### src/rtl/kwm_pkg.sv
package kwm_pkg;

  // Field widths of the request and result channels
  localparam int KEY_W = 32;
  localparam int WAY_W = 3;
  localparam int CFG_W = 4;

  // Active-ways register value after reset
  localparam logic [CFG_W-1:0] ACTIVE_WAYS_RST = 4'd8;

  // Request opcodes
  typedef enum logic {
    OP_KEY  = 1'b0,
    OP_DONE = 1'b1
  } opcode_t;

  // Sequencer states
  typedef enum logic [1:0] {
    ST_IDLE,
    ST_SCAN,
    ST_EMIT
  } state_t;

  // Running minimum that travels down the cell chain
  typedef struct packed {
    logic             live;
    logic             any;
    logic             ready;
    logic [KEY_W-1:0] key;
  } scan_t;

endpackage

### src/rtl/kwm_in_if.sv
interface kwm_in_if;
  import kwm_pkg::*;

  logic             valid;
  logic             ready;
  logic             opcode;
  logic [WAY_W-1:0] way;
  logic [KEY_W-1:0] key;

  modport source (output valid, output opcode, output way, output key, input ready);
  modport sink   (input valid, input opcode, input way, input key, output ready);
endinterface

### src/rtl/kwm_out_if.sv
interface kwm_out_if;
  import kwm_pkg::*;

  logic             valid;
  logic             ready;
  logic [KEY_W-1:0] out_key;
  logic [WAY_W-1:0] source_way;

  modport source (output valid, output out_key, output source_way, input ready);
  modport sink   (input valid, input out_key, input source_way, output ready);
endinterface

### src/rtl/k_way_merge_select_core.sv
// K-way merge selector. One request either loads the next key of a way or
// closes that way; after each request the block looks for the smallest
// valid head over the active ways and, when every active way holds a head
// or is closed and at least one head is present, returns that key with its
// way and frees the head (lowest way wins ties). Each request is applied, then
// the running minimum passes one cell per cycle down the row of way cells, is
// caught in a register at the end of the row, and the result is picked. The
// result sits in an output register, so the next request is taken while it
// waits; a new result stalls only when the previous one is still not taken.
// cfg_data sets the active way count (0 acts as 1, above WAYS acts as WAYS)
// and may be written only while no request is in flight.
module k_way_merge_select_core import kwm_pkg::*; #(
  parameter int WAYS = 8
) (
  input  logic             clk,
  input  logic             rst_n,
  input  logic             cfg_we,
  input  logic [CFG_W-1:0] cfg_data,
  kwm_in_if.sink           in_ch,
  kwm_out_if.source        out_ch
);

  localparam int IDX_W = $clog2(WAYS);
  localparam int CNT_W = $clog2(WAYS + 1);
  localparam int CMP_W = (CNT_W > CFG_W) ? CNT_W : CFG_W;
  localparam int SEL_W = ((IDX_W > WAY_W) ? IDX_W : WAY_W) + 1;

  logic [CFG_W-1:0] active_ways_r;
  logic [CMP_W-1:0] n_eff;
  state_t           state_r;
  state_t           state_nxt;
  logic             in_ready;
  logic             accept;
  logic             start_r;
  logic             emit_go;
  scan_t            pend_r;
  logic [IDX_W-1:0] pend_idx_r;
  logic             out_valid_r;
  logic [KEY_W-1:0] out_key_r;
  logic [WAY_W-1:0] out_way_r;
  logic [WAYS-1:0]  cell_act;
  logic [WAYS:0]    tok_vec;
  scan_t            chain [WAYS+1];
  logic [IDX_W-1:0] chain_idx [WAYS+1];

  assign accept = in_ch.valid && in_ready;

  // Configuration register
  always_ff @(posedge clk) begin
    if (!rst_n) begin
      active_ways_r <= ACTIVE_WAYS_RST;
    end else if (cfg_we) begin
      active_ways_r <= cfg_data;
    end
  end

  // Clamp the way count into 1..WAYS
  always_comb begin
    priority if (active_ways_r == '0) begin
      n_eff = CMP_W'(1);
    end else if (CMP_W'(active_ways_r) > CMP_W'(WAYS)) begin
      n_eff = CMP_W'(WAYS);
    end else begin
      n_eff = CMP_W'(active_ways_r);
    end
  end

  // Chain head: a fresh token starts in the cycle after the request is applied
  assign chain[0]     = '{live: start_r, any: 1'b0, ready: 1'b1, key: '0};
  assign chain_idx[0] = '0;
  assign tok_vec[0]   = start_r;

  // Row of way cells
  for (genvar g = 0; g < WAYS; g++) begin : g_cell
    logic hit;
    logic clr;

    assign cell_act[g] = CMP_W'(g) < n_eff;
    assign hit = accept && cell_act[g] && (SEL_W'(in_ch.way) == SEL_W'(g));
    assign clr = emit_go && (pend_idx_r == IDX_W'(g));
    assign tok_vec[g+1] = chain[g+1].live;

    kwm_cell #(
      .IDX_W (IDX_W),
      .IDX   (g)
    ) u_cell (
      .clk       (clk),
      .rst_n     (rst_n),
      .active    (cell_act[g]),
      .wr_en     (hit),
      .wr_op     (in_ch.opcode),
      .wr_key    (in_ch.key),
      .clr       (clr),
      .carry_in  (chain[g]),
      .idx_in    (chain_idx[g]),
      .carry_out (chain[g+1]),
      .idx_out   (chain_idx[g+1])
    );
  end

  // Sequencer
  always_ff @(posedge clk) begin
    if (!rst_n) begin
      state_r <= ST_IDLE;
      start_r <= 1'b0;
    end else begin
      state_r <= state_nxt;
      start_r <= accept;
    end
  end

  always_comb begin
    state_nxt = state_r;
    in_ready  = 1'b0;
    emit_go   = 1'b0;
    unique case (state_r)
      ST_IDLE: begin
        in_ready = 1'b1;
        if (in_ch.valid) begin
          state_nxt = ST_SCAN;
        end
      end
      ST_SCAN: begin
        if (chain[WAYS].live) begin
          state_nxt = ST_EMIT;
        end
      end
      ST_EMIT: begin
        if (!(pend_r.any && pend_r.ready)) begin
          state_nxt = ST_IDLE;
        end else if (!out_valid_r || out_ch.ready) begin
          emit_go   = 1'b1;
          state_nxt = ST_IDLE;
        end
      end
      default: begin
        state_nxt = ST_IDLE;
      end
    endcase
  end

  // Catch the finished minimum at the end of the row
  always_ff @(posedge clk) begin
    if (chain[WAYS].live) begin
      pend_r     <= chain[WAYS];
      pend_idx_r <= chain_idx[WAYS];
    end
  end

  // Output register
  always_ff @(posedge clk) begin
    if (!rst_n) begin
      out_valid_r <= 1'b0;
    end else if (emit_go) begin
      out_valid_r <= 1'b1;
    end else if (out_ch.ready) begin
      out_valid_r <= 1'b0;
    end
  end

  always_ff @(posedge clk) begin
    if (emit_go) begin
      out_key_r <= pend_r.key;
      out_way_r <= WAY_W'(pend_idx_r);
    end
  end

  assign in_ch.ready       = in_ready;
  assign out_ch.valid      = out_valid_r;
  assign out_ch.out_key    = out_key_r;
  assign out_ch.source_way = out_way_r;

  // At most one scan token in the row at a time
  a_one_token: assert property (@(posedge clk) disable iff (!rst_n)
    $onehot0(tok_vec))
    else $error("more than one scan token in the cell row");

  // No request is taken while a scan is in flight
  a_idle_no_token: assert property (@(posedge clk) disable iff (!rst_n)
    in_ready |-> (tok_vec == '0))
    else $error("request taken during a scan");

  // A selected head lands in the output register
  a_emit_loads: assert property (@(posedge clk) disable iff (!rst_n)
    emit_go |=> (out_valid_r && (out_key_r == $past(pend_r.key))))
    else $error("selected key not loaded into output register");

  // Selection happens only with a complete and nonempty set of heads
  a_emit_legal: assert property (@(posedge clk) disable iff (!rst_n)
    emit_go |-> ((state_r == ST_EMIT) && pend_r.any && pend_r.ready))
    else $error("result issued outside the select step");

endmodule

### src/rtl/kwm_cell.sv
module kwm_cell import kwm_pkg::*; #(
  parameter int IDX_W = 3,
  parameter int IDX   = 0
) (
  input  logic             clk,
  input  logic             rst_n,
  input  logic             active,
  input  logic             wr_en,
  input  logic             wr_op,
  input  logic [KEY_W-1:0] wr_key,
  input  logic             clr,
  input  scan_t            carry_in,
  input  logic [IDX_W-1:0] idx_in,
  output scan_t            carry_out,
  output logic [IDX_W-1:0] idx_out
);

  logic [KEY_W-1:0] key_r;
  logic             valid_r;
  logic             done_r;
  scan_t            carry_r;
  scan_t            carry_nxt;
  logic [IDX_W-1:0] idx_r;
  logic [IDX_W-1:0] idx_nxt;
  logic             load_key;

  // New head is taken only when the slot is empty and the run is open
  assign load_key = wr_en && (wr_op == OP_KEY) && !done_r && !valid_r;

  // Head and flags of this way
  always_ff @(posedge clk) begin
    if (!rst_n) begin
      valid_r <= 1'b0;
      done_r  <= 1'b0;
    end else if (wr_en) begin
      if (wr_op == OP_DONE) begin
        done_r <= 1'b1;
      end else if (load_key) begin
        valid_r <= 1'b1;
      end
    end else if (clr) begin
      valid_r <= 1'b0;
    end
  end

  always_ff @(posedge clk) begin
    if (load_key) begin
      key_r <= wr_key;
    end
  end

  // Fold this head into the running minimum; strict less keeps the lower way on ties
  always_comb begin
    carry_nxt = carry_in;
    idx_nxt   = idx_in;
    if (carry_in.live && active) begin
      if (valid_r) begin
        if (!carry_in.any || (key_r < carry_in.key)) begin
          carry_nxt.any = 1'b1;
          carry_nxt.key = key_r;
          idx_nxt       = IDX_W'(IDX);
        end
      end else if (!done_r) begin
        carry_nxt.ready = 1'b0;
      end
    end
  end

  // Hand-off register to the next cell
  always_ff @(posedge clk) begin
    if (!rst_n) begin
      carry_r <= '0;
    end else begin
      carry_r <= carry_nxt;
    end
  end

  always_ff @(posedge clk) begin
    idx_r <= idx_nxt;
  end

  assign carry_out = carry_r;
  assign idx_out   = idx_r;

endmodule

### src/flat_wrapper.sv
// flat-port wrapper written by rule: the top's interface ports become plain ports
module k_way_merge_select_core_flat import kwm_pkg::*;
#(
  parameter int WAYS = 8
)
  (clk, rst_n, cfg_we, cfg_data, in_ch_valid, in_ch_opcode, in_ch_way, in_ch_key, in_ch_ready, out_ch_valid, out_ch_out_key, out_ch_source_way, out_ch_ready);
  kwm_in_if in_ch_i ();
  kwm_out_if out_ch_i ();
  input  logic clk;
  input  logic rst_n;
  input  logic cfg_we;
  input  logic [CFG_W-1:0] cfg_data;
  input wire logic [$bits(in_ch_i.valid)-1:0] in_ch_valid;
  input wire logic [$bits(in_ch_i.opcode)-1:0] in_ch_opcode;
  input wire logic [$bits(in_ch_i.way)-1:0] in_ch_way;
  input wire logic [$bits(in_ch_i.key)-1:0] in_ch_key;
  output wire logic [$bits(in_ch_i.ready)-1:0] in_ch_ready;
  output wire logic [$bits(out_ch_i.valid)-1:0] out_ch_valid;
  output wire logic [$bits(out_ch_i.out_key)-1:0] out_ch_out_key;
  output wire logic [$bits(out_ch_i.source_way)-1:0] out_ch_source_way;
  input wire logic [$bits(out_ch_i.ready)-1:0] out_ch_ready;
  assign in_ch_i.valid = in_ch_valid;
  assign in_ch_i.opcode = in_ch_opcode;
  assign in_ch_i.way = in_ch_way;
  assign in_ch_i.key = in_ch_key;
  assign in_ch_ready = in_ch_i.ready;
  assign out_ch_valid = out_ch_i.valid;
  assign out_ch_out_key = out_ch_i.out_key;
  assign out_ch_source_way = out_ch_i.source_way;
  assign out_ch_i.ready = out_ch_ready;
  k_way_merge_select_core #(.WAYS(WAYS)) u_core (.clk(clk), .rst_n(rst_n), .cfg_we(cfg_we), .cfg_data(cfg_data), .in_ch(in_ch_i), .out_ch(out_ch_i));
endmodule
### config.mk
export PLATFORM = sky130hd
export DESIGN_NAME = k_way_merge_select_core_flat
export DESIGN_NICKNAME = d
export VERILOG_FILES = /design/src/rtl/kwm_pkg.sv /design/src/rtl/kwm_in_if.sv /design/src/rtl/kwm_out_if.sv /design/src/rtl/k_way_merge_select_core.sv /design/src/rtl/kwm_cell.sv /design/src/flat_wrapper.sv
export SDC_FILE = /design/constraint.sdc
export NUM_CORES = 1
export LEC_CHECK = 0
export ABC_AREA = 1
export BUFFER_PORTS_ARGS = -buffer_cell sky130_fd_sc_hd__buf_2
export CAP_MARGIN = 20
export CELL_PAD_IN_SITES_DETAIL_PLACEMENT = 1
export CELL_PAD_IN_SITES_GLOBAL_PLACEMENT = 2
export CORE_MARGIN = 10
export CORE_UTILIZATION = 36
export DETAILED_ROUTE_END_ITERATION = 7
export PLACE_DENSITY = 0.81
export RECOVER_POWER = 25
export SLEW_MARGIN = 25
export SYNTH_ARGS = -nofsm -noshare
export SYNTH_HDL_FRONTEND = slang
export SYNTH_SLANG_ARGS = --single-unit
### constraint.sdc
create_clock -name clk -period 4.55 [get_ports clk]
set_input_delay 0.2275 -clock clk [delete_from_list [all_inputs] [get_ports clk]]
set_output_delay 0.2275 -clock clk [all_outputs]
set_load 0.005 [all_outputs]
== After elaboration in Yosys (flattened, before gate mapping) ==
Cells that the tools add are included.

* Eq/ne operators: 35
* Bitwise gates (word level): 1
* Mux-type cells: 118
* Magnitude comparators: 16
* Reductions and logical operators: 123

{| class="wikitable"
|+ Operators by type and width
! operator !! number
|-
| 32-bit 2-to-1 mux || 15
|-
| 34-bit 2-to-1 mux || 7
|-
| 32-bit < comparator || 7
|-
| 1-bit 2-to-1 mux || 70
|-
| 1-bit logical AND || 58
|-
| 3-bit 2-to-1 mux || 18
|-
| 33-bit 2-to-1 mux || 1
|-
| 3-bit AND reduction || 10
|-
| 3-bit equality test, second input constant || 8
|-
| 1-bit logical NOT || 24
|-
| 2-bit inequality test, second input constant || 10
|-
| 2-bit AND reduction || 10
|-
| 2-bit nonzero test || 9
|-
| 3-bit by 4-bit < comparator with 1-bit output, first input constant || 4
|-
| 2-bit by 1-bit inequality test with 1-bit output, second input constant || 8
|-
| 3-bit by 2-bit equality test with 1-bit output, second input constant || 4
|-
| 1-bit logical OR || 8
|-
| 1-bit by 4-bit < comparator with 1-bit output, first input constant || 2
|-
| 2-bit by 4-bit < comparator with 1-bit output, first input constant || 2
|-
| 2-bit 2-to-1 mux || 4
|-
| 4-bit 2-to-1 mux || 2
|-
| 3-bit by 1-bit equality test with 1-bit output, second input constant || 2
|-
| 3-bit logical NOT || 2
|-
| 2-bit case mux with 3 select lines || 1
|-
| 7 further kinds || 7
|}

* Register bits: 653
* Logic and storage cells: 366
* Bits of input ports: 45

== Logic depth before layout (Yosys ltp) ==
* Depth after elaboration: 12
* Mapped depth: 18

== By module ==
From an unflattened synthesis, not the netlist that was laid out.

* Cell total of the unflattened synthesis: 3409
* Area total of the unflattened synthesis: 31227.4 um^2

{| class="wikitable"
|+ By module, submodules not included
! module !! area each (um^2) !! instances !! cells an instance !! sequential area each (um^2)
|-
| kwm_cell (u_core.g_cell[0].u_cell ...) || 3595.9 || 4 || 404 || 1761.7
|-
| kwm_cell (u_core.g_cell[3].u_cell ...) || 3518.4 || 3 || 407 || 1761.7
|-
| kwm_cell (u_core.g_cell[7].u_cell) || 3572.2 || 1 || 403 || 1761.7
|-
| k_way_merge_select_core || 2716.4 || 1 || 169 || 2322.2
|}

== Worst setup path after synthesis ==
No wires, ideal clock.

* Path type: flip-flop to flip-flop
* Start point: register u_core.state_r[1]
* End point: register u_core.g_cell[1].u_cell.key_r[0], enable pin
* Stages on the path, launching flop included: 6
* Path buffers: 0
* Path slack: 117 ps
* Data required time: 4045 ps
* Data arrival time: 3929 ps
* Clock period less this slack: 4433 ps
* Cell sequence: dfxtp_1 nor2_2 nand2_1 nor2_1 nand3_1 nor4_1

* Cells in the longest elaborated chain, start to end: 8

{| class="wikitable"
|+ RTL lines
! element !! line !! RTL
|-
| start, declared || k_way_merge_select_core.sv:30 || <nowiki>state_t state_r;</nowiki>
|-
| start signal, assigned || k_way_merge_select_core.sv:107 || <nowiki>state_r <= state_nxt;</nowiki>
|-
| 2-bit logical NOT || k_way_merge_select_core.sv:116 || <nowiki>unique case (state_r)</nowiki>
|-
| 1-bit 2-to-1 mux || k_way_merge_select_core.sv:116 ||
|-
| via in_ch_ready || flat_wrapper.sv:17 || <nowiki>output wire logic [$bits(in_ch_i.ready)-1:0] in_ch_ready;</nowiki>
|-
| 1-bit logical AND || k_way_merge_select_core.sv:46 || <nowiki>assign accept = in_ch.valid && in_ready;</nowiki>
|-
| 1-bit logical AND (2 in a row) || k_way_merge_select_core.sv:79 || <nowiki>assign hit = accept && cell_act[g] && (SEL_W'(in_ch.way) == SEL_W'(g));</nowiki>
|-
| 1-bit logical AND (3 in a row) || kwm_cell.sv:28 || <nowiki>assign load_key = wr_en && (wr_op == OP_KEY) && !done_r && !valid_r;</nowiki>
|-
| via u_core.g_cell[1].u_cell.load_key || kwm_cell.sv:25 || <nowiki>logic load_key;</nowiki>
|-
| end signal, assigned || kwm_cell.sv:48 || <nowiki>key_r <= wr_key;</nowiki>
|-
| end, declared || kwm_cell.sv:18 || <nowiki>logic [KEY_W-1:0] key_r;</nowiki>
|}

The timed path passes the listed nets, and every way through them passes these cells.
A chain may end at the register's enable or synchronous reset.

== Worst setup path after layout ==
* Start point: register u_core.g_cell[3].u_cell.key_r[5]
* End point: register u_core.g_cell[3].u_cell.carry_r, in the netlist u_core.g_cell[3].u_cell.carry_out[31]

* Cells in the longest elaborated chain, start to end: 5

{| class="wikitable"
|+ RTL lines
! element !! line !! RTL
|-
| start, declared || kwm_cell.sv:18 ||
|-
| start signal, assigned || kwm_cell.sv:48 ||
|-
| 32-bit < comparator || kwm_cell.sv:58 || <nowiki>if (!carry_in.any || (key_r < carry_in.key)) begin</nowiki>
|-
| 1-bit logical OR || kwm_cell.sv:58 ||
|-
| 32-bit 2-to-1 mux || kwm_cell.sv:58 ||
|-
| 32-bit 2-to-1 mux || kwm_cell.sv:57 || <nowiki>if (valid_r) begin</nowiki>
|-
| 34-bit 2-to-1 mux || kwm_cell.sv:56 || <nowiki>if (carry_in.live && active) begin</nowiki>
|-
| end signal, assigned || kwm_cell.sv:74 || <nowiki>carry_r <= carry_nxt;</nowiki>
|-
| end, declared || kwm_cell.sv:21 || <nowiki>scan_t carry_r;</nowiki>
|}

Every way passes these cells.

==> results.sh <==
export IMPL_start_util_pct=36.5
export IMPL_synth_nets=3348
export IMPL_die_w_um=304
export IMPL_relSlewSlack_pct=40.4
export IMPL_power_density_nw_per_um2=382
export IMPL_ys_warn_count=0
export IMPL_highest_layer="met4"
export IMPL_status="finished clean"
export IMPL_hold_path_class="in2reg"
export IMPL_cts_hold_fix_buffers=43
export IMPL_track_usage_pct=13.8
export IMPL_gp_congestion=0.814
export IMPL_cts_tree="built"
export IMPL_clock_sinks=649
export IMPL_synth_top_area_share_pct=34.0
export IMPL_grt_max_degree=135
export IMPL_crit_arrival_ns=3.40
export IMPL_finalHoldViolations=0
export IMPL_portBuffers=81
export IMPL_fmax_mhz=344
export IMPL_multiInputGateArea_um2=9810
export IMPL_period_minus_slack_ns=2.90
export IMPL_place_area_um2=30200
export IMPL_r2r_cells=14
export IMPL_wl_met2_um=29100
export IMPL_n_antenna_cell=0
export IMPL_cts_clk_slew_worst_paths_ns=0.05
export IMPL_whs_ns=0.0759
export IMPL_grt_pass1_wl_um=105000
export IMPL_final_cell_mix="inv_1 (582), nand2_1 (447), a21oi_1 (344), nor2_1 (329), edfxtp_1 (328)"
export IMPL_cts_htree_levels=3
export IMPL_avgSynthCellArea_um2=9.38
export IMPL_regToRegSetupSlack_ns=1.65
export IMPL_drive_above_1_share_pct=8.43
export IMPL_seq_area_frac_synth_pct=56.2
export IMPL_grt_pass1_vias=20800
export IMPL_required_ns=5.04
export IMPL_design_area_um2=33200
export IMPL_root_buffer="clkbuf_16"
export IMPL_drc=0
export IMPL_yosysTopAreaCell="edfxtp_1"
export IMPL_clock_latency_ns=0.61
export IMPL_crit_fanout=35
export IMPL_finalSetupTns_ns=0
export IMPL_num_io_pins=82
export IMPL_regToRegStartpoint="u_core.g_cell[3].u_cell.key_r[5]"
export IMPL_p_sw_uw=2560
export IMPL_combPwrFrac_pct=2.5
export IMPL_seq_power_share_pct=48.8
export IMPL_period_share_pct=63.8
export IMPL_power_internal_uw=10100
export IMPL_reg2reg_to="u_core.g_cell[3].u_cell.carry_out[31]"
export IMPL_overflow=0
export IMPL_p_clk_share_pct=48.7
export IMPL_rsz0062_at_grt="false"
export IMPL_drtAntennaViolNets=0
export IMPL_layout_commonest_cell="inv_1"
export IMPL_criticalPathCategory="reg2reg"
export IMPL_routedWlPerCell_um=14.7
export IMPL_dieArea_um2=92100
export IMPL_drv_slew=0
export IMPL_synthToLayoutAreaGrowth_pct=14.7
export IMPL_first_pass_iters=4
export IMPL_core_um2=79400
export IMPL_clockBufferDepth=3
export IMPL_dp_hpwl_um=47500
export IMPL_rows=103
export IMPL_cts_resized=0
export IMPL_wl_met3_um=1880
export IMPL_fin_skew_ns=0.0232
export IMPL_yosys_top_cells_area="edfxtp_1 (34%), dfxtp_1 (22%), ha_1 (9.4%), inv_1 (7.5%), a21oi_1 (5.9%)"
export IMPL_startpoint_type="flip-flop"
export IMPL_setup_worst_path_end_class="flip-flop"
export IMPL_antenna_found_initial=1
export IMPL_layout_nets=3440
export IMPL_die_h_um=304
export IMPL_vias=19800
export IMPL_drt_vias_per_instance=4.61
export IMPL_drtIter0Drc=716
export IMPL_cts_buffers=74
export IMPL_nFillCells=9106
export IMPL_yosys_cell_types_count=37
export IMPL_vdd_drop_max_mv=0.208
export IMPL_setup_violations=0
export IMPL_ff_latch_area_um2=16300
export IMPL_drt_met1_wl_um=30700
export IMPL_sw_frac_of_total_pct=20.2
export IMPL_crit_end="u_core.g_cell[3].u_cell.carry_out[31]"
export IMPL_cellLeakagePower_uw=0.0132
export IMPL_post_cts_buffers=0
export IMPL_synthCells=3086
export IMPL_worst_pin_slew_ns=0.894
export IMPL_ys_ff_latch=649
export IMPL_cap_violations=0
export IMPL_syn_area_um2=28900
export IMPL_finalWirelength_um=63200
export IMPL_critPathLaunch="u_core.g_cell[3].u_cell.key_r[5]"
metrics by stage:
stage               power (uW)  util, %  setup slack [ns]  instances
floorplan                 6470        -             0.117       3086
global placement          6590     38.0              1.74       4108
global route             13200     41.8              1.33       4290
detailed placement        6610     38.0              1.63       4108
finish                   12700     41.8              1.65       4290
CTS                      12900     41.8              1.61       4289
area by class of cell:
type                    count  share of cell area, %
repair buffers            146                   2.98
flip-flops and latches    649                   49.0
well taps                1050                   3.96
clock buffers             110                   6.60
multi-input cells        1720                   29.5
clock inverters            28                   1.26
inverters                 587                   6.64
logic make-up after synthesis:
group | synth area share, %
adders and majority gates | 9.38
buffers and inverters | 10.3
and+or+nand+nor | 16.5
AOI/OAI and AO/OA | 7.62
DFF | 56.2
routing by layer:
metal | vias up | GRT usage [%]
li1 | 10100 | -
met1 | 9336 | 18.3
met2 | 196 | 22.9
met3 | 90 | 2.37
met4 | 0 | 3.89
met5 | - | 0
worst min-delay path by stage:
| stage | cells past startpoint | startpoint | slack (ns) | to |
|---|---|---|---|---|
| global placement | 0 | u_core.g_cell[7].u_cell.carry_out[22] | 0.39 | u_core.pend_r[22] |
| finish | 3 | in_ch_valid | 0.08 | u_core.start_r |
| detailed placement | 0 | u_core.g_cell[7].u_cell.carry_out[33] | 0.39 | u_core.pend_r[33] |
| global route | 3 | in_ch_valid | 0.07 | u_core.start_r |
| CTS | 1 | in_ch_key[25] | 0.003 | u_core.g_cell[7].u_cell.key_r[25] |
| floorplan | 0 | in_ch_key[0] | 0.33 | u_core.g_cell[0].u_cell.key_r[0] |
cell usage after synthesis (all sizes together):
cell type and count:
nand4 19, clkinv 1, clkbuf 38, nor3 21, o211ai 6, a21boi 4, inv 586, a211oi 1
o21ai 37, o22ai 1, nand2 455, a221oi 2, nand3 241, ha 217, nor2 340, buf 92
a21oi 344, o31ai 2, o311ai 6, o21a 14, dfxtp 321, edfxtp 328, nor4 7, a31oi 3
power by group through the flow:
| stage | registers [uW] | logic, uW | clock network [uW] |
|---|---|---|---|
| floorplan | 6310 | 156 | 0 |
| global placement | 6310 | 280 | 0 |
| detailed placement | 6310 | 296 | 0 |
| CTS | 6190 | 328 | 6390 |
| global route | 6190 | 364 | 6640 |
| finish | 6190 | 318 | 6180 |
state kept, by name (all words and copies together), names as in the netlist, 3 cells and up:
| name | cells |
|---|---|
| u_core.active_ways_r | 4 |
| u_core.g_cell.u_cell.carry_out | 280 |
| u_core.g_cell.u_cell.done_r | 8 |
| u_core.g_cell.u_cell.idx_out | 17 |
| u_core.g_cell.u_cell.key_r | 256 |
| u_core.g_cell.u_cell.valid_r | 8 |
| u_core.out_ch.out_key | 32 |
| u_core.out_ch.source_way | 3 |
| u_core.pend_idx_r | 3 |
| u_core.pend_r | 34 |
worst max-delay path, stage by stage (launching register included):
cell,delay [ns]
edfxtp_1,0.39
ha_1,0.33
a21oi_1,0.15
nor2_1,0.05
nor3_1,0.15
nand2_1,0.09
nand2_1,0.07
nand2_1,0.12
nand2_1,0.09
nand2_1,0.06
nand2_2,0.54
buf_4,0.45
nand3_1,0.11
nand2_1,0.09
nor2_1,0.07
No activity file was read; power rests on OpenSTA's default activity.
